**config.mk**
```make
export PLATFORM = sky130hd
export DESIGN_NAME = line_sensor_pid_steering
export DESIGN_NICKNAME = d
export VERILOG_FILES = /design/src/design/lsps_pkg.sv /design/src/design/lsps_cfg.sv /design/src/design/lsps_ctrl.sv /design/src/design/lsps_dp.sv /design/src/design/line_sensor_pid_steering.sv
export VERILOG_INCLUDE_DIRS = /design/src /design/src/design
export SDC_FILE = /design/constraint.sdc
export NUM_CORES = 1
export LEC_CHECK = 0
export ABC_AREA = 1
export CORE_MARGIN = 3
export CORE_UTILIZATION = 55
export DETAILED_ROUTE_END_ITERATION = 10
export DONT_BUFFER_PORTS = 1
export PLACE_DENSITY = 0.71
export SETUP_SLACK_MARGIN = 0.2
export SLEW_MARGIN = 20
export SYNTH_ARGS = -nofsm -noshare
export SYNTH_HDL_FRONTEND = slang
export SYNTH_HIERARCHICAL = 1
export SYNTH_SLANG_ARGS = --single-unit
```
**constraint.sdc**
```tcl
create_clock -name clk -period 9 [get_ports clk]
set_clock_uncertainty 0.2 [all_clocks]
set_input_delay 0.9 -clock clk [delete_from_list [all_inputs] [get_ports clk]]
set_output_delay 0.9 -clock clk [all_outputs]
set_load 0.01 [all_outputs]
```
**src/design/line_sensor_pid_steering_defines.svh**
```systemverilog
// Assertion macros shared by the line sensor PID steering RTL.
// Needs a clock named clk and a synchronous active-high reset named rst in scope.
`ifndef LINE_SENSOR_PID_STEERING_DEFINES_SVH
`define LINE_SENSOR_PID_STEERING_DEFINES_SVH

// Property must hold at every edge outside reset.
`define LSPS_ASSERT(lbl, prop, msg) \
  lbl: assert property (@(posedge clk) disable iff (rst) (prop)) else $error(msg);

// Condition must never be seen outside reset.
`define LSPS_ASSERT_NEVER(lbl, cond, msg) \
  lbl: assert property (@(posedge clk) disable iff (rst) !(cond)) else $error(msg);

`endif

```
**src/design/lsps_pkg.sv**
```systemverilog
// Shared types, constants and the sensor decode table for line_sensor_pid_steering.
// No dependencies.
package lsps_pkg;

  localparam logic [7:0] KP_RESET        = 8'd10;
  localparam logic [7:0] KI_RESET        = 8'd0;
  localparam logic [7:0] KD_RESET        = 8'd5;
  localparam logic [8:0] MAX_DUTY_RESET  = 9'd256;
  localparam logic [7:0] MIN_DUTY_RESET  = 8'd0;
  localparam logic [4:0] DUTY_STEP_RESET = 5'd31;
  localparam logic [7:0] LEFT_TRIM_RESET = 8'd5;
  localparam logic [3:0] SETPOINT_RESET  = 4'd0;

  localparam logic [7:0] LINE_LOST = 8'hFF;

  // Fixed duties when the line is lost
  localparam logic [9:0] LOST_NEG_LEFT  = 10'd150;
  localparam logic [8:0] LOST_NEG_RIGHT = 9'd185;
  localparam logic [9:0] LOST_POS_LEFT  = 10'd180;
  localparam logic [8:0] LOST_POS_RIGHT = 9'd155;

  localparam logic [15:0] SLOW_OFFSET = 16'd20;
  localparam logic [15:0] FAST_OFFSET = 16'd15;

  localparam int AddrWidth = 5;
  localparam int DataWidth = 32;

  typedef enum logic [2:0] {
    REG_KP        = 3'd0,
    REG_KI        = 3'd1,
    REG_KD        = 3'd2,
    REG_MAX_DUTY  = 3'd3,
    REG_MIN_DUTY  = 3'd4,
    REG_DUTY_STEP = 3'd5,
    REG_LEFT_TRIM = 3'd6,
    REG_SETPOINT  = 3'd7
  } reg_idx_t;

  typedef struct packed {
    logic [7:0] kp_gain;
    logic [7:0] ki_gain;
    logic [7:0] kd_gain;
    logic [8:0] max_duty;
    logic [7:0] min_duty;
    logic [4:0] duty_step;
    logic [7:0] left_trim;
    logic [3:0] setpoint;
  } cfg_t;

  typedef enum logic [3:0] {
    ST_IDLE,
    ST_ERR,
    ST_PROP,
    ST_DERIV,
    ST_INTEG,
    ST_SUM,
    ST_SLOW,
    ST_FAST,
    ST_OUT
  } state_t;

  typedef enum logic [2:0] {
    MUL_PROP,
    MUL_DERIV,
    MUL_INTEG,
    MUL_SLOW,
    MUL_FAST
  } mul_sel_t;

  typedef struct packed {
    logic     load_in;
    logic     calc_err;
    mul_sel_t mul_sel;
    logic     ld_p;
    logic     ld_d;
    logic     ld_int;
    logic     ld_mv;
    logic     ld_slow;
    logic     ld_fast;
    logic     ld_out;
  } cmd_t;

  typedef struct packed {
    logic lost_fixed;
  } status_t;

  typedef struct packed {
    logic       hit;
    logic [3:0] pos;
  } decode_t;

  // Active-low pattern to line position
  function automatic decode_t decode_pattern(input logic [7:0] s);
    decode_t r;
    r.hit = 1'b1;
    r.pos = 4'd0;
    case (s)
      8'hFE:        r.pos = -4'sd7;
      8'hF8, 8'hFC: r.pos = -4'sd6;
      8'hFD:        r.pos = -4'sd5;
      8'hF1, 8'hF9: r.pos = -4'sd4;
      8'hFB:        r.pos = -4'sd3;
      8'hE3, 8'hF3: r.pos = -4'sd2;
      8'hF7:        r.pos = -4'sd1;
      8'hE7:        r.pos = 4'sd0;
      8'hEF:        r.pos = 4'sd1;
      8'hC7, 8'hCF: r.pos = 4'sd2;
      8'hDF:        r.pos = 4'sd3;
      8'h8F, 8'h9F: r.pos = 4'sd4;
      8'hBF:        r.pos = 4'sd5;
      8'h1F, 8'h3F: r.pos = 4'sd6;
      8'h7F:        r.pos = 4'sd7;
      default:      r.hit = 1'b0;
    endcase
    return r;
  endfunction

endpackage

```
**src/design/lsps_cfg.sv**
```systemverilog
// Configuration register file with an APB-style write/read port.
// Depends on lsps_pkg.
module lsps_cfg (
  input  logic                             clk,
  input  logic                             rst,
  input  logic                             psel,
  input  logic                             penable,
  input  logic                             pwrite,
  input  logic [lsps_pkg::AddrWidth-1:0]   paddr,
  input  logic [lsps_pkg::DataWidth-1:0]   pwdata,
  output logic [lsps_pkg::DataWidth-1:0]   prdata,
  output logic                             pready,
  output lsps_pkg::cfg_t                   cfg
);

  lsps_pkg::reg_idx_t idx;
  logic               wr_en;

  assign idx    = lsps_pkg::reg_idx_t'(paddr[lsps_pkg::AddrWidth-1:2]);
  assign pready = 1'b1;
  assign wr_en  = psel & penable & pwrite & pready;

  always_ff @(posedge clk) begin
    if (rst) begin
      cfg.kp_gain   <= lsps_pkg::KP_RESET;
      cfg.ki_gain   <= lsps_pkg::KI_RESET;
      cfg.kd_gain   <= lsps_pkg::KD_RESET;
      cfg.max_duty  <= lsps_pkg::MAX_DUTY_RESET;
      cfg.min_duty  <= lsps_pkg::MIN_DUTY_RESET;
      cfg.duty_step <= lsps_pkg::DUTY_STEP_RESET;
      cfg.left_trim <= lsps_pkg::LEFT_TRIM_RESET;
      cfg.setpoint  <= lsps_pkg::SETPOINT_RESET;
    end else if (wr_en) begin
      case (idx)
        lsps_pkg::REG_KP:        cfg.kp_gain   <= pwdata[7:0];
        lsps_pkg::REG_KI:        cfg.ki_gain   <= pwdata[7:0];
        lsps_pkg::REG_KD:        cfg.kd_gain   <= pwdata[7:0];
        lsps_pkg::REG_MAX_DUTY:  cfg.max_duty  <= pwdata[8:0];
        lsps_pkg::REG_MIN_DUTY:  cfg.min_duty  <= pwdata[7:0];
        lsps_pkg::REG_DUTY_STEP: cfg.duty_step <= pwdata[4:0];
        lsps_pkg::REG_LEFT_TRIM: cfg.left_trim <= pwdata[7:0];
        lsps_pkg::REG_SETPOINT:  cfg.setpoint  <= pwdata[3:0];
        default: ;
      endcase
    end
  end

  always_comb begin
    prdata = '0;
    case (idx)
      lsps_pkg::REG_KP:        prdata[7:0] = cfg.kp_gain;
      lsps_pkg::REG_KI:        prdata[7:0] = cfg.ki_gain;
      lsps_pkg::REG_KD:        prdata[7:0] = cfg.kd_gain;
      lsps_pkg::REG_MAX_DUTY:  prdata[8:0] = cfg.max_duty;
      lsps_pkg::REG_MIN_DUTY:  prdata[7:0] = cfg.min_duty;
      lsps_pkg::REG_DUTY_STEP: prdata[4:0] = cfg.duty_step;
      lsps_pkg::REG_LEFT_TRIM: prdata[7:0] = cfg.left_trim;
      lsps_pkg::REG_SETPOINT:  prdata[3:0] = cfg.setpoint;
      default:                 prdata = '0;
    endcase
  end

endmodule

```
**src/design/lsps_ctrl.sv**
```systemverilog
// Sequencer for one item: decode, error, three PID multiplies, sum, duty multiplies, output.
// Depends on lsps_pkg and line_sensor_pid_steering_defines.svh.
`include "line_sensor_pid_steering_defines.svh"

module lsps_ctrl (
  input  logic               clk,
  input  logic               rst,
  input  logic               in_valid,
  output logic               in_stall,
  output logic               out_valid,
  input  logic               out_stall,
  input  lsps_pkg::status_t  sts,
  output lsps_pkg::cmd_t     cmd
);

  lsps_pkg::state_t state, state_next;

  always_ff @(posedge clk) begin
    if (rst) begin
      state <= lsps_pkg::ST_IDLE;
    end else begin
      state <= state_next;
    end
  end

  always_comb begin
    state_next   = state;
    cmd          = '0;
    cmd.mul_sel  = lsps_pkg::MUL_PROP;
    in_stall     = 1'b1;
    case (state)
      lsps_pkg::ST_IDLE: begin
        in_stall = 1'b0;
        if (in_valid) begin
          cmd.load_in = 1'b1;
          state_next  = lsps_pkg::ST_ERR;
        end
      end
      lsps_pkg::ST_ERR: begin
        if (sts.lost_fixed) begin
          state_next = lsps_pkg::ST_OUT;
        end else begin
          cmd.calc_err = 1'b1;
          state_next   = lsps_pkg::ST_PROP;
        end
      end
      lsps_pkg::ST_PROP: begin
        cmd.mul_sel = lsps_pkg::MUL_PROP;
        cmd.ld_p    = 1'b1;
        state_next  = lsps_pkg::ST_DERIV;
      end
      lsps_pkg::ST_DERIV: begin
        cmd.mul_sel = lsps_pkg::MUL_DERIV;
        cmd.ld_d    = 1'b1;
        state_next  = lsps_pkg::ST_INTEG;
      end
      lsps_pkg::ST_INTEG: begin
        cmd.mul_sel = lsps_pkg::MUL_INTEG;
        cmd.ld_int  = 1'b1;
        state_next  = lsps_pkg::ST_SUM;
      end
      lsps_pkg::ST_SUM: begin
        cmd.ld_mv  = 1'b1;
        state_next = lsps_pkg::ST_SLOW;
      end
      lsps_pkg::ST_SLOW: begin
        cmd.mul_sel = lsps_pkg::MUL_SLOW;
        cmd.ld_slow = 1'b1;
        state_next  = lsps_pkg::ST_FAST;
      end
      lsps_pkg::ST_FAST: begin
        cmd.mul_sel = lsps_pkg::MUL_FAST;
        cmd.ld_fast = 1'b1;
        state_next  = lsps_pkg::ST_OUT;
      end
      lsps_pkg::ST_OUT: begin
        if (!out_valid || !out_stall) begin
          cmd.ld_out = 1'b1;
          state_next = lsps_pkg::ST_IDLE;
        end
      end
      default: state_next = lsps_pkg::ST_IDLE;
    endcase
  end

  // Output register occupancy
  always_ff @(posedge clk) begin
    if (rst) begin
      out_valid <= 1'b0;
    end else if (cmd.ld_out) begin
      out_valid <= 1'b1;
    end else if (!out_stall) begin
      out_valid <= 1'b0;
    end
  end

  `LSPS_ASSERT_NEVER(a_no_overwrite, cmd.ld_out && out_valid && out_stall, "result overwritten while stalled")
  `LSPS_ASSERT(a_accept_to_err, (state == lsps_pkg::ST_IDLE && in_valid) |=> (state == lsps_pkg::ST_ERR), "accepted item did not start")
  `LSPS_ASSERT(a_lost_shortcut, (state == lsps_pkg::ST_ERR && sts.lost_fixed) |=> (state == lsps_pkg::ST_OUT), "line-lost item ran the PID")
  `LSPS_ASSERT(a_valid_from_out, $rose(out_valid) |-> ($past(state) == lsps_pkg::ST_OUT), "result appeared outside output step")

endmodule

```
**src/design/lsps_dp.sv**
```systemverilog
// Datapath: decode, PID state, one shared 16x16 multiplier, duty mixing, output register.
// Depends on lsps_pkg.
module lsps_dp (
  input  logic               clk,
  input  logic               rst,
  input  lsps_pkg::cfg_t     cfg,
  input  lsps_pkg::cmd_t     cmd,
  output lsps_pkg::status_t  sts,
  input  logic [7:0]         sensor_bits,
  output logic signed [9:0]  left_duty,
  output logic [8:0]         right_duty,
  output logic               left_reverse,
  output logic               right_reverse,
  output logic signed [3:0]  line_position
);

  // Signed divide by eight, truncating toward zero
  function automatic logic [15:0] div8(input logic [15:0] x);
    logic [15:0] b;
    b = x + (x[15] ? 16'd7 : 16'd0);
    return {{3{b[15]}}, b[15:3]};
  endfunction

  function automatic logic [15:0] clamp_duty(input logic [15:0] v, input logic [8:0] hi,
                                             input logic [7:0] lo);
    logic [15:0] r;
    r = v;
    if ($signed(r) < $signed({8'd0, lo})) r = {8'd0, lo};
    if ($signed(r) > $signed({7'd0, hi})) r = {7'd0, hi};
    return r;
  endfunction

  logic [3:0]  position;
  logic        left_dir, right_dir;
  logic        lost_fixed, lost_neg;
  logic [4:0]  err, prev_err, err_next;
  logic [5:0]  rate;
  logic [15:0] acc, p_term, d_term, integral, mv, slow, fast;
  logic [15:0] mul_a, mul_b;
  logic [31:0] mul_full;
  logic [15:0] prod;
  logic [15:0] max16, trim16, left_raw, right_raw, left_cl, right_cl;
  logic        mv_zero, mv_pos;
  lsps_pkg::decode_t dec;

  assign dec        = lsps_pkg::decode_pattern(sensor_bits);
  assign sts.lost_fixed = lost_fixed;

  // Decode at accept; position and directions are architectural state
  always_ff @(posedge clk) begin
    if (rst) begin
      position   <= '0;
      left_dir   <= 1'b0;
      right_dir  <= 1'b0;
      lost_fixed <= 1'b0;
      lost_neg   <= 1'b0;
    end else if (cmd.load_in) begin
      lost_fixed <= 1'b0;
      if (dec.hit) begin
        position  <= dec.pos;
        left_dir  <= 1'b0;
        right_dir <= 1'b0;
      end else if (sensor_bits == lsps_pkg::LINE_LOST && position != 4'd0) begin
        lost_fixed <= 1'b1;
        lost_neg   <= position[3];
        if (position[3]) begin
          left_dir <= 1'b1;
        end else begin
          right_dir <= 1'b1;
        end
      end
    end
  end

  assign err_next = {cfg.setpoint[3], cfg.setpoint} - {position[3], position};

  always_ff @(posedge clk) begin
    if (rst) begin
      integral <= '0;
      prev_err <= '0;
    end else if (cmd.ld_int) begin
      integral <= div8(prod);
      prev_err <= err;
    end
  end

  always_ff @(posedge clk) begin
    if (cmd.calc_err) begin
      err  <= err_next;
      rate <= {err_next[4], err_next} - {prev_err[4], prev_err};
      acc  <= integral + {{11{err_next[4]}}, err_next};
    end
  end

  // Shared multiplier; only the low 16 bits are ever needed
  always_comb begin
    case (cmd.mul_sel)
      lsps_pkg::MUL_PROP: begin
        mul_a = {8'd0, cfg.kp_gain};
        mul_b = {{11{err[4]}}, err};
      end
      lsps_pkg::MUL_DERIV: begin
        mul_a = {8'd0, cfg.kd_gain};
        mul_b = {{10{rate[5]}}, rate};
      end
      lsps_pkg::MUL_INTEG: begin
        mul_a = acc;
        mul_b = {8'd0, cfg.ki_gain};
      end
      lsps_pkg::MUL_SLOW: begin
        mul_a = {11'd0, cfg.duty_step} - lsps_pkg::SLOW_OFFSET;
        mul_b = mv;
      end
      lsps_pkg::MUL_FAST: begin
        mul_a = {11'd0, cfg.duty_step};
        mul_b = mv;
      end
      default: begin
        mul_a = '0;
        mul_b = '0;
      end
    endcase
  end

  assign mul_full = mul_a * mul_b;
  assign prod     = mul_full[15:0];

  always_ff @(posedge clk) begin
    if (cmd.ld_p)    p_term <= div8(prod);
    if (cmd.ld_d)    d_term <= div8(prod);
    if (cmd.ld_mv)   mv     <= p_term + integral + d_term;
    if (cmd.ld_slow) slow   <= prod;
    if (cmd.ld_fast) fast   <= prod;
  end

  // Duty mixing
  assign max16   = {7'd0, cfg.max_duty};
  assign trim16  = {8'd0, cfg.left_trim};
  assign mv_zero = (mv == 16'd0);
  assign mv_pos  = !mv[15] && !mv_zero;

  always_comb begin
    if (mv_pos) begin
      right_raw = max16 - slow;
      left_raw  = max16 - fast - lsps_pkg::FAST_OFFSET - trim16;
    end else begin
      left_raw  = max16 + slow;
      right_raw = max16 + fast - lsps_pkg::FAST_OFFSET;
    end
  end

  assign left_cl  = clamp_duty(left_raw, cfg.max_duty, cfg.min_duty);
  assign right_cl = clamp_duty(right_raw, cfg.max_duty, cfg.min_duty);

  always_ff @(posedge clk) begin
    if (cmd.ld_out) begin
      left_reverse  <= left_dir;
      right_reverse <= right_dir;
      line_position <= position;
      if (lost_fixed) begin
        left_duty  <= lost_neg ? lsps_pkg::LOST_NEG_LEFT : lsps_pkg::LOST_POS_LEFT;
        right_duty <= lost_neg ? lsps_pkg::LOST_NEG_RIGHT : lsps_pkg::LOST_POS_RIGHT;
      end else if (mv_zero) begin
        left_duty  <= {1'b0, cfg.max_duty} - {2'b0, cfg.left_trim};
        right_duty <= cfg.max_duty;
      end else begin
        left_duty  <= left_cl[9:0];
        right_duty <= right_cl[8:0];
      end
    end
  end

endmodule

```
**src/design/line_sensor_pid_steering.sv**
```systemverilog
// Line-sensor PID steering controller, top level.
// Depends on lsps_pkg, lsps_cfg, lsps_ctrl and lsps_dp.
//
// Usage:
//  - Input channel (in_valid / in_stall / sensor_bits): one item is one 8-bit
//    active-low sensor pattern, taken at an edge with in_valid high and in_stall low.
//  - Output channel (out_valid / out_stall / duties, directions, position):
//    one result item per input item, held stable while out_stall is high.
//  - APB-style port writes the eight gain/duty registers at 4-byte strides;
//    write only while the block is idle. pready is tied high.
//  - Timing: decode on the accept edge, then error, P, D, I, sum and two duty
//    multiplies through one shared 16x16 multiplier, one step per cycle, though
//    the output step may wait. The result is registered in the output step, and
//    no new item is taken until the block is idle again; a line-lost item with
//    fixed duties skips the PID, going from the error step to output.
//  - The output register decouples the sides: a new item is accepted while a
//    finished result still waits; the next result waits in the final step
//    until the receiver takes the previous one.
//  - Reset (rst, synchronous): registers return to their defaults, position,
//    integral, previous error and directions clear, both channels go empty.
module line_sensor_pid_steering (
  input  logic                             clk,
  input  logic                             rst,
  // input channel
  input  logic                             in_valid,
  output logic                             in_stall,
  input  logic [7:0]                       sensor_bits,
  // output channel
  output logic                             out_valid,
  input  logic                             out_stall,
  output logic signed [9:0]                left_duty,
  output logic [8:0]                       right_duty,
  output logic                             left_reverse,
  output logic                             right_reverse,
  output logic signed [3:0]                line_position,
  // configuration port
  input  logic                             psel,
  input  logic                             penable,
  input  logic                             pwrite,
  input  logic [lsps_pkg::AddrWidth-1:0]   paddr,
  input  logic [lsps_pkg::DataWidth-1:0]   pwdata,
  output logic [lsps_pkg::DataWidth-1:0]   prdata,
  output logic                             pready
);

  lsps_pkg::cfg_t    cfg;
  lsps_pkg::cmd_t    cmd;
  lsps_pkg::status_t sts;

  // Register file
  lsps_cfg u_cfg (
    .clk     (clk),
    .rst     (rst),
    .psel    (psel),
    .penable (penable),
    .pwrite  (pwrite),
    .paddr   (paddr),
    .pwdata  (pwdata),
    .prdata  (prdata),
    .pready  (pready),
    .cfg     (cfg)
  );

  // Step sequencer and handshake control
  lsps_ctrl u_ctrl (
    .clk       (clk),
    .rst       (rst),
    .in_valid  (in_valid),
    .in_stall  (in_stall),
    .out_valid (out_valid),
    .out_stall (out_stall),
    .sts       (sts),
    .cmd       (cmd)
  );

  // Arithmetic and state
  lsps_dp u_dp (
    .clk           (clk),
    .rst           (rst),
    .cfg           (cfg),
    .cmd           (cmd),
    .sts           (sts),
    .sensor_bits   (sensor_bits),
    .left_duty     (left_duty),
    .right_duty    (right_duty),
    .left_reverse  (left_reverse),
    .right_reverse (right_reverse),
    .line_position (line_position)
  );

endmodule

```
==> results list, run 1 <==
- Count of max-cap constraint violations: 0
- Among all stages on the critical path, the largest delay is contributed by sky130_fd_sc_hd__fa_1.
- Setup violations remaining at the end of the flow were counted as 0.
- Accumulated negative setup slack: 0 ns
* Total length of routed met2 wires: roughly 26000 um
- A synthesized cell averages between 7 and 8 um2.
* Uppermost signal routing layer after detailed routing: met4
- STA puts the critical path data arrival time at about 8.4 ns.
- After legalization and detailed placement, the total HPWL measured between 40000 and 50000 um.
- In this run the worst hold path is classified as in -> reg.
* Share of the yosys chip area belonging to registers: 0.275
* Total via count in the routed design: 17400
- For this run, asynchronously set or reset flops after synthesis account for 0.
- Routability-driven placement finished with a final weighted congestion of a little under 1.
- Number of hold violations in the final report: 0
* Clock Power Share: 0.136
- STA classifies the critical path endpoint as a flip-flop.
* #FFs+latches synth: roughly 210
- Vert. Die Dim: ~200 um
- For this run, the slowest stage of the critical path takes 0.54 ns.
- Final net count: ~3000
- The critical path in this run is classified as reg -> reg.
* Slew at the pin closest to its max-slew limit: 1.05 ns
- Routed met1 length: around 24000 um
* Maximum fanout along the worst path: 9
* Synthesized area: between 15000 and 20000 um2
* Post-detailed-routing wire length: ~55000 um
- In the final layout, the share of cells above drive strength 1 is 0.0757.
* Total of hold buffers inserted after clock tree synthesis: 0
- Clock tree from TritonCTS: yes
- Post-synth EDFFs: roughly 120
* Total Die Area: roughly 39000 um2
- Distinct cells, synth: 66
- After floorplanning, the core was divided into a little under 70 placement rows.
* Port-buffer cells: 0
- Post-layout min period: between 8 and 9 ns
- Clock slew at the register clock pins of the worst setup and hold paths: around 0.060 ns
- In the synthesized netlist, the number of instances is ~2600.
- In this run the power density over the cells is 368 nW/um2.
* Overall power consumption: about 0.0079 W
- Fin crit share: 0.920
- In the routed design, unresolved DRC markers number 0.
- Clock root cell: sky130_fd_sc_hd__clkbuf_16
- Initial DRC count: 1369
* Initial cell density of the core: 0.559
* Global-route congestion overflow total: 0
- The run finished with clean final reports.
* Signed area change from the synthesized netlist to the final layout: 7.99%
- Remaining number of nets flagged by the antenna check after routing: 0
- Count of boundary I/O pins: 112
- Fill cells in the final layout number ~3200.
* Initial antenna violation count: 0
- Diode insertion count for antenna repair: 0
- Critical path's most frequent cell: sky130_fd_sc_hd__inv_1
- Setup repair after global routing left no endpoint under its margin.
* Num CTS Buffers: 24
* CP required: 9.11 ns
- Synth warnings: 6
- CTS Sinks: roughly 210
* Switching power: between 0.004 and 0.005 W
- The count of final max-slew check failures came to 0.
* Part of the power in combinational logic: 0.654
- After detailed routing, the number of vias per cell comes to 5.59.
* Pin count of the biggest net entering global routing: 59
* Deepest clock path buffer count: 3
- The via count of the first global-routing pass is 16600.
* Cell internal pwr: 0.00388 W
* Largest voltage drop on the vdd net: between 0.0003 and 0.0004 V
* GRT Overall Usage: 0.283
- The region available for standard cell placement spans ~36000 um2.
- The share of total power dissipated in sequential elements is 0.209.
- In the synthesized netlist the dominant register cell turns out to be sky130_fd_sc_hd__edfxtp_1.
- First-pass GRT wire length: roughly 88000 um
- Static timing analysis puts the maximum clock frequency at around 120 MHz.
- Of the total power, the share spent switching nets is 0.511.
- Maximum level of the CTS H-tree: 1
* Die Wd: ~200 um
* Wirelength per Cell: between 15 and 20 um
* Lkg Pwr: approximately 11 nW
- Clock latency on the worst-skew pair: 0.56 ns
- Nature of the critical path startpoint: flip-flop
* Headroom to the max-slew limit: 0.302
- For this run, the detailed router's first-pass iteration total came to 5.
* Met3 Routed Length: approximately 3400 um
cell usage after synthesis (42+ instances only):
| cell type | number | share of area |
|---|---|---|
| sky130_fd_sc_hd__fa_1 | 110 | 0.11 |
| sky130_fd_sc_hd__xor2_1 | 48 | 0.021 |
| sky130_fd_sc_hd__ha_1 | 192 | 0.12 |
| sky130_fd_sc_hd__inv_1 | 473 | 0.089 |
| sky130_fd_sc_hd__nand4_1 | 42 | 0.013 |
| sky130_fd_sc_hd__nor2_1 | 305 | 0.057 |
| sky130_fd_sc_hd__a21oi_1 | 127 | 0.032 |
| sky130_fd_sc_hd__o21ai_0 | 148 | 0.037 |
| sky130_fd_sc_hd__dfxtp_1 | 89 | 0.089 |
| sky130_fd_sc_hd__nand2_1 | 471 | 0.089 |
| sky130_fd_sc_hd__nand3_1 | 155 | 0.039 |
| sky130_fd_sc_hd__edfxtp_1 | 123 | 0.19 |
power by group through the flow:
stage | registers [W] | logic (W) | clock network [W]
floorplan | 0.00165 | 0.00336 | 0
global placement | 0.00167 | 0.00481 | 0
detailed placement | 0.00168 | 0.00498 | 0
CTS | 0.00166 | 0.00502 | 0.00110
global route | 0.00167 | 0.00577 | 0.00114
finish | 0.00166 | 0.00519 | 0.00108
final timing paths:
check                           slack (ns)                 to             from  depth (start not counted)
worst max-delay path                  0.72     u_dp/p_term[6]  u_ctrl/state[0]                         40
worst min-delay path                  0.21           u_dp/sts              rst                          1
worst max register to register        0.72     u_dp/p_term[6]  u_ctrl/state[0]                         40
worst min register to register        0.23  u_dp/left_reverse    u_dp/left_dir                          0
stage by stage:
step	hold slack [ns]	cell area (um2)	setup slack, ns	cells	utilization
global route	0.198	21500	0.184	3116	0.604
detailed placement	0.220	20400	0.198	3053	0.571
floorplan	0.209	20000	1.22	2637	-
CTS	0.190	21300	0.224	3097	0.596
finish	0.213	21500	0.723	3116	0.604
global placement	0.224	20400	0.460	3053	0.571
sequential cells by signal (all words and copies together) (netlist names), 4 cells and up:
name,count
u_dp/integral,13
u_dp/right_duty,9
u_cfg/cfg,58
u_dp/rate,6
u_dp/d_term,13
u_dp/err,5
u_dp/fast,16
u_dp/p_term,13
u_dp/position,4
u_dp/slow,16
u_dp/line_position,4
u_dp/prev_err,5
u_dp/acc,14
u_dp/left_duty,10
u_dp/mv,15
u_ctrl/state,4
layer usage:
| layer | track usage | vias to the layer above |
|---|---|---|
| li1 | - | 8458 |
| met1 | 0.379 | 8226 |
| met2 | 0.481 | 603 |
| met3 | 0.0345 | 121 |
| met4 | 0.0914 | 0 |
| met5 | 0 | - |
area by class of cell:
class	instances	area, um2	share of cell area
sequential	212	5480	0.254
inverter	493	1880	0.0872
clock inverter	9	174	0.00808
clock buffer	35	716	0.0332
timing repair buffer	49	409	0.0190
multi-input combinational	1857	12300	0.571
tap	461	577	0.0268
layout by cell type, fill, tap and decap left out, types with 12 or more instances in the layout:
master	synthesis	routed
sky130_fd_sc_hd__o21ai_1	16	18
sky130_fd_sc_hd__nand4_1	42	42
sky130_fd_sc_hd__nor4_1	13	13
sky130_fd_sc_hd__inv_2	14	15
sky130_fd_sc_hd__fa_1	110	110
sky130_fd_sc_hd__buf_4	30	45
sky130_fd_sc_hd__xor2_1	48	48
sky130_fd_sc_hd__dfxtp_1	89	86
sky130_fd_sc_hd__nor3_1	31	30
sky130_fd_sc_hd__o21ai_0	148	144
sky130_fd_sc_hd__clkbuf_16	0	27
sky130_fd_sc_hd__edfxtp_1	123	123
sky130_fd_sc_hd__nor2_1	305	303
sky130_fd_sc_hd__xnor2_1	14	14
sky130_fd_sc_hd__ha_1	192	192
sky130_fd_sc_hd__nand2_2	23	25
sky130_fd_sc_hd__nor2_2	11	12
sky130_fd_sc_hd__conb_1	2	24
sky130_fd_sc_hd__a21oi_1	127	126
sky130_fd_sc_hd__nand2_1	471	468
sky130_fd_sc_hd__inv_1	473	467
sky130_fd_sc_hd__nand3_1	155	153
critical path: cells and delay by family (launching register included):
kind / cells / cell delay, ns
DFF: 1 / 0.39
and+or+nand+nor: 18 / 2.27
buffers and inverters: 12 / 1.25
AOI/OAI and AO/OA: 2 / 0.34
adders and majority gates: 8 / 3.56
kinds of logic (layout without fill, tap and decap cells):
| family | Yosys count | after routing | synth area share |
|---|---|---|---|
| adder cells (fa/ha/maj) | 302 | 302 | 0.231 |
| XOR/XNOR | 63 | 63 | 0.0280 |
| other | 2 | 24 | 0.000377 |
| buffers and inverters | 568 | 586 | 0.117 |
| flip-flops | 212 | 212 | 0.275 |
| AND/OR/NAND/NOR | 1102 | 1102 | 0.247 |
| AO/OA/AOI/OAI | 364 | 364 | 0.102 |
| multiplexers | 2 | 2 | 0.00100 |
what timing repair did:
action | CTS | global route
pin swaps | 0 | 4
setup buffers | 0 | 19
endpoints found under the setup margin | 8 | 39
resized for setup | 1 | 33
No activity file was read; power rests on OpenSTA's default activity.
==> run 2: changes to the inputs <==
Settings changed: ABC_AREA 1 to default.
==> run 2 against run 1 <==
Effect of this change:
- worst setup slack worse by 0.54 ns
- clock-buffer cell count is 2 higher
- global-route usage is 1.8 points lower
- critical endpoint is now u_dp/integral[12]
- largest cell class unchanged
- largest power group unchanged
==> results list, run 2 <==
- Crit. End Element: flip-flop
* Port-buffer cells: 0
- Clock latency on the worst-skew pair: between 0.5 and 0.6 ns
* Overall power consumption: 0.00397 W
* Max stage delay on crit path: around 0.63 ns
- Area fraction of the dominant cell type after synthesis: 0.191
- The die is 193 um wide.
- After global routing the overflow that remains totals 0.
* Fin crit share: 0.980
* Post-route DRC: 0
* Critical path data arrival time: 9.07 ns
- For this block, the initial DRC count from the detailed router was 1057.
* Worst Slack Setup Final: 0.184 ns
- Summed over all cells, the static leakage comes to slightly above 9 nW.
* Final net count: between 2000 and 3000
- Cell with the most instances after synthesis: sky130_fd_sc_hd__inv_1
- CTS built an H-tree with a depth of 1.
- Highest achievable clock rate: roughly 110 MHz
- The flow ran to the end, and the final reports show no timing, DRC or antenna violations.
- After clock tree synthesis, the clock-pin slew on the worst setup and hold paths is about 0.060 ns.
* Pin count of the biggest net entering global routing: 90
- Post-layout min period: 8.82 ns
- On the critical path, the stage with the largest delay is an instance of sky130_fd_sc_hd__or4_4.
- In the routed layout, each cell is associated on average with a via count of between 5 and 6.
* Total of hold buffers inserted after clock tree synthesis: 0
* Diode insertion count for antenna repair: 0
* Distinct cells, synth: between 90 and 100
- Clock root cell: sky130_fd_sc_hd__clkbuf_16
- Synthesized area: ~19000 um2
- After legalization and detailed placement, the total HPWL measured 39800 um.
* Path class of the lowest-slack min-delay path: in -> reg
* Deepest clock path buffer count: 3
- From bottom edge to top edge, the die measures 193 um.
- The count of final max-slew check failures came to 0.
- Fill cells in the final layout number around 2800.
- Signed area change from the synthesized netlist to the final layout: 11.4%
- Of the synthesized area, sequential elements account for 0.284.
- The floorplan has 67 rows.
* Max reg flops: 58
- Once layout is complete, the utilization of the core stands at 0.631.
- The first global-routing pass estimated 80300 um of wire.
* Combined flip-flop and latch cell area: ~5500 um2
- Total via count in the routed design: roughly 15000
* Wirelength per Cell: approximately 19 um
* Number of hold violations in the final report: 0
- In the final layout, the multi-input gates occupy around 13000 um2.
- In the post-synthesis netlist, the biggest area contributors are sky130_fd_sc_hd__edfxtp_1, sky130_fd_sc_hd__ha_1, sky130_fd_sc_hd__fa_1.
* GRT Overall Usage: 0.265
- For this configuration, the core starts out at a cell density of 0.567.
* Power per cell area: roughly 180 nW/um2
* Nature of the critical path startpoint: flip-flop
* Synth warnings: 6
- Num CTS Buffers: 24
* Worst Hold Slack: 0.217 ns
- The biggest area contributor in the post-synthesis netlist is sky130_fd_sc_hd__edfxtp_1.
- Setup-failing EPs final: 0
- The clock net in this run drives a total of approximately 210 sinks.
* Area of the placeable core: between 30000 and 40000 um2
* CP required: about 9.3 ns
* Count of boundary I/O pins: ~110
* Count of max-cap constraint violations: 0
* Post-synth ARST share: 0
* Number of global-route vias before repair: 15200
- Prior to clock tree synthesis, the placed netlist has a worst setup slack of -0.237 ns.
- The library cell used most frequently in the layout, excluding fill and tap cells, is sky130_fd_sc_hd__inv_1.
- Total Die Area: about 37000 um2
- The detail route stage leaves a number of antenna-violating nets equal to 0.
* Top cell types by occurrence after synthesis: sky130_fd_sc_hd__inv_1, sky130_fd_sc_hd__nor2_1, sky130_fd_sc_hd__ha_1
* Flip-flop cell with the highest count after synthesis: sky130_fd_sc_hd__edfxtp_1
- The synthesized design contains 212 register bits.
* Gate Count Post-Synth: approximately 2100
* Crit Path Class: reg -> reg
- Largest registers: u_cfg/cfg (58), u_dp/fast (16), u_dp/slow (16)
* Final weighted congestion in routability-driven placement: 0.980
* Fraction of layout cells with a size suffix above 1: 0.121
- Summed over all layers, the routed wires come to 51100 um.
- Clock tree from TritonCTS: yes
- Setup repair after global routing could not meet its margin everywhere.
* First drt pass iteration count: 5
- The worst-case IR drop observed on VDD is 0.000198 V.
- In this run the worst path has a maximum fanout of 13.
- The initial antenna violation count is 0.
- A synthesized cell averages roughly 9.2 um2.
- Headroom to the max-slew limit: 0.468
- For the pin with the worst max-slew slack, the measured transition is about 0.8 ns.
- In this run, synthesis inferred around 120 flip-flops with an integrated enable.
* Most flop-heavy register: u_cfg/cfg
* Most frequent cells in the layout: sky130_fd_sc_hd__inv_1, sky130_fd_sc_hd__nor2_1, sky130_fd_sc_hd__ha_1
==> run 2: cell count changes in the layout (fill, tap and decap cells not counted), sizes merged, moves of 38 or more <==
cell and delta:
nand2 -354, inv -217, nand3 -150, nor2 -106
buf +65, xnor2 +58, mux2i +54, o21ai -48
nand4 -38
==> run 2: repair_timing <==
action | in CTS | in global routing
endpoints found under the setup margin | 23 | 47
pin swaps | 6 | 18
cloned | 2 | 0
resized for setup | 11 | 51
buffers inserted | 0 | 10
==> run 2: cell families after synthesis <==
family | Yosys count | share of synthesized area
AO/OA/AOI/OAI | 471 | 0.156
XOR/XNOR | 106 | 0.0520
adder cells (fa/ha/maj) | 302 | 0.239
buffers and inverters | 367 | 0.0814
flip-flops | 212 | 0.284
multiplexers | 80 | 0.0471
other | 2 | 0.000389
AND/OR/NAND/NOR | 554 | 0.140
==> run 2: report_power, final <==
part | switching [W] | internal [W] | total, W
Clock | 0.000396 | 0.000591 | 0.000987
Combinational | 0.00103 | 0.000724 | 0.00176
Sequential | 0.0000285 | 0.00120 | 0.00123
Total | 0.00146 | 0.00251 | 0.00397
==> run 2: cell type report <==
type / count / share of cell area
repair buffers: 115 / 0.0470
well taps: 448 / 0.0261
clock buffers: 37 / 0.0321
clock inverters: 7 / 0.00536
flip-flops and latches: 212 / 0.255
multi-input cells: 1537 / 0.587
inverters: 269 / 0.0472
==> run 2: per-layer routing <==
metal | vias to the layer above | global-route usage | part of all wire
met3 | 111 | 0.0250 | 0.053
met4 | 0 | 0.0820 | 0.032
li1 | 7246 | - | -
met5 | - | 0 | 0
met1 | 7411 | 0.357 | 0.43
met2 | 477 | 0.454 | 0.48
==> run 2: stage by stage <==
stage	instance area, um2	cells	TNS [ns]
after floorplan	19400	2116	0
after global placement	20300	2568	-0.0887
after detailed placement	20300	2569	-1.07
after CTS	21200	2615	0
after global routing	21500	2625	-0.0200
final	21500	2625	0
==> run 2: worst paths after layout <==
kind	from	endpoint	cells after the start	slack, ns
worst max-delay path	u_ctrl/state[3]	u_dp/integral[12]	32	0.18
worst min-delay path	rst	u_dp/integral[6]	1	0.22
worst max register to register	u_ctrl/state[3]	u_dp/integral[12]	32	0.18
worst min register to register	u_dp/left_dir	u_dp/left_reverse	0	0.25
==> run 2: worst max-delay path: cells and delay by family (launching register included) <==
kind                     cells  cell delay, ns
adder cells (fa/ha/maj)      7            2.88
AO/OA/AOI/OAI                6            1.32
AND/OR/NAND/NOR              6            1.65
flip-flops                   1            0.35
buffers and inverters        5            0.56
XOR/XNOR                     8            1.74
==> run 3: changes to the inputs <==
Settings changed: CORE_MARGIN 3 to 10.
==> run 3 against run 2 <==
Effect of this change:
- sequential share of layout area decreased by 0.053 points
- critical path type unchanged
- non-clock buffer count is 10 higher
- final cell count is 0.61% higher
- critical endpoint unchanged
- global-route usage fell by 3.3 points
==> results list, run 3 (synthesis gave the netlist of run 2 again) <==
- The run finished with clean final reports.
- Most flop-heavy register: u_cfg/cfg
* Lkg Pwr: a little over 9 nW
* Post-detailed-routing wire length: just over 50000 um
* Area used by multi-input combinational logic: 12700 um2
- Fraction of layout cells with a size suffix above 1: 0.127
- The count of final max-slew check failures is 0.
* CTS Sinks: approximately 210
- After detailed routing, the average wire length per cell comes to between 15 and 20 um.
- Of the total power, combinational logic draws 0.451.
- Compared with the post-synthesis result, the final layout area differs by 11.6%.
- Setup violations remaining at the end of the flow were counted as 0.
- The via count of the first global-routing pass came to 15200.
- The tightest hold path in the finished design has a slack of 0.234 ns.
- For this design the total switching power over the nets is about 0.0015 W.
* Combined flip-flop and latch cell area: 5480 um2
- After the last flow step, the layout net total stands at around 2500.
* Sequential Power Share: 0.316
- Die Wd: between 200 and 250 um
* Initial cell density of the core: 0.559
- GRT Overall Usage: 0.231
- Critical path data arrival time: 9.00 ns
- The clock reaches the later pin of the worst-skew pair after roughly 0.55 ns.
* Post-route DRC: 0
* Vert. Die Dim: 207 um
- Port-buffer cells: 0
* Crit-path slowest cell: sky130_fd_sc_hd__or4_4
- Along the worst hold path, the cell count comes to 1.
- Depth of the worst register-to-register path: 32
- Slew at the pin closest to its max-slew limit: around 0.81 ns
- Clock root cell: sky130_fd_sc_hd__clkbuf_16
- Nature of the critical path startpoint: flip-flop
- Global-route congestion overflow total: 0
- In this run, the number of DRC markers left after iteration 0 of detailed routing was 1142.
- Total of hold buffers inserted after clock tree synthesis: 0
- Headroom to the max-slew limit came out at 0.457.
- Of the total power, the share spent switching nets is 0.374.
- Of all nets on the critical path, the largest fanout is 5.
* First drt pass iteration count: 6
- Critical path's most frequent cell: sky130_fd_sc_hd__fa_1
- Remaining number of nets flagged by the antenna check after routing: 0
- The startpoint identified for the worst hold timing path is rst.
* Worst reg2reg setup slack: between 0.2 and 0.25 ns
* Clock Power Share: 0.233
- First-pass GRT wire length: about 80000 um
- Setup repair after global routing could not meet its margin everywhere.
* CP required: ~9.2 ns
- Power per cell area: about 180 nW/um2
- The critical path is of the reg -> reg type.
- VDD sags by at most 0.000215 V.
* Most common library cell in the layout ignoring fill and taps: sky130_fd_sc_hd__inv_1
- The clock passes through at most 3 buffers.
* Cell internal pwr: 0.00243 W
- The path class of the tightest hold or removal check is in -> reg.
- The worst register-to-register path begins at u_ctrl/state[0].
* Half-perimeter wire length after detailed placement: between 40000 and 50000 um
* Total via count in the routed design: 15200
- Once placement completed, the tool counted placed cells totaling approximately 2600.
* Highest achievable clock rate: about 110 MHz
* Most frequent cells in the layout: sky130_fd_sc_hd__inv_1, sky130_fd_sc_hd__nor2_1, sky130_fd_sc_hd__ha_1
- In the final layout, the registers with the most flip-flops are u_cfg/cfg (58), u_dp/fast (16), u_dp/slow (16).
- Maximum level of the CTS H-tree: 1
- Count of max-cap constraint violations: 0
- Adding up every negative setup slack in the final design gives 0 ns.
- The number of endpoints with negative hold slack in the final report came to 0.
* Pin count of the biggest net entering global routing: 90
* End point of the most critical hold path: u_dp/position[0]
- Initial antenna violation count: 3
- Fillcell total: around 3000
- The floorplan step defined a core boundary enclosing ~35000 um2.
- Final weighted congestion in routability-driven placement: ~1
- Post-layout min period: 8.76 ns
* Count of boundary I/O pins: between 100 and 150
- Clock tree from TritonCTS: yes
- Fin crit share: 0.974
- The register with the most flip-flops in the layout has 58 of them.
- Row generation in the floorplan step produced 68 rows.
- The die covers 43000 um2.
- Clock-pin slew was measured on the worst setup and hold paths at 0.06 ns.
- Counting the buffers created by CTS gives 23.
- Max stage delay on crit path: 0.61 ns
- The worst register-to-register path ends at u_dp/integral[12].
- In the routed layout, each cell is associated on average with a via count of 5.76.
* Crit. End Element: flip-flop
- Final instance count without filler cells: about 2600
[run 3: changes by cell type in the layout (fill, tap and decap cells not counted), moves of 3 or more]
cell / change
sky130_fd_sc_hd__inv_2: +5
sky130_fd_sc_hd__clkinv_1: +6
sky130_fd_sc_hd__dfxtp_2: -3
sky130_fd_sc_hd__clkbuf_1: -7
sky130_fd_sc_hd__buf_4: +10
sky130_fd_sc_hd__clkinv_2: +3
sky130_fd_sc_hd__nand2_2: -3
sky130_fd_sc_hd__inv_1: -5
[run 3: through the flow]
stage / total power (W) / cell area, um2 / utilization / worst slack [ns]
after floorplan: 0.00227 / 19400 / - / 0.254
after global placement: 0.00282 / 20300 / 0.588 / -0.0703
after detailed placement: 0.00287 / 20300 / 0.589 / -0.244
after CTS: 0.00381 / 21200 / 0.615 / 0.205
after global routing: 0.00413 / 21500 / 0.623 / -0.0180
final: 0.00388 / 21500 / 0.623 / 0.237
[run 3: repair_timing]
action                                  CTS  global route
pin swaps                                 7            26
endpoints found under the setup margin   20            37
gates resized for setup                  19            48
setup buffers                             7            11
gates cloned                              2             0
[run 3: power groups by stage]
| stage | combinational, W | clock (W) | sequential, W |
|---|---|---|---|
| 3_3_place_gp | 0.00157 | 0 | 0.00125 |
| 2_1_floorplan | 0.00103 | 0 | 0.00124 |
| 3_5_place_dp | 0.00163 | 0 | 0.00125 |
| 4_1_cts | 0.00166 | 0.000922 | 0.00123 |
| 5_1_grt | 0.00194 | 0.000959 | 0.00123 |
| 6_report | 0.00175 | 0.000904 | 0.00123 |
[run 3: area by class of cell]
cell class | count | share of cell area
diodes | 1 | 0.000116
clock buffers | 27 | 0.0279
clock inverters | 15 | 0.00535
inverters | 269 | 0.0469
multi-input cells | 1537 | 0.588
flip-flops and latches | 212 | 0.254
well taps | 455 | 0.0264
repair buffers | 125 | 0.0510
[run 3: routing by layer]
metal	up-vias	GRT usage	wire length, um
met3	124	0.0408	3140
li1	7271	-	-
met4	2	0.0998	2150
met5	-	0	13
met2	452	0.391	24900
met1	7356	0.284	21500
[run 3: worst max-delay path by stage]
| stage | from | cells after the start | to |
|---|---|---|---|
| after CTS | u_ctrl/state[0] | 34 | u_dp/integral[12] |
| after global routing | u_ctrl/state[0] | 32 | u_dp/integral[12] |
| after detailed placement | u_ctrl/state[0] | 33 | u_dp/integral[12] |
| after global placement | u_ctrl/state[0] | 33 | u_dp/integral[12] |
| after floorplan | u_ctrl/state[0] | 33 | u_dp/integral[12] |
| final | u_ctrl/state[0] | 32 | u_dp/integral[12] |
[run 3: worst max-delay path: cells and delay by family (launching register included)]
family          cells  cell delay [ns]
flops               1             0.36
simple gates        5             1.27
xor+xnor            8             1.63
buf+inv             6             0.53
fa+ha+maj           7             3.27
compound gates      5             1.02
mux                 1             0.34
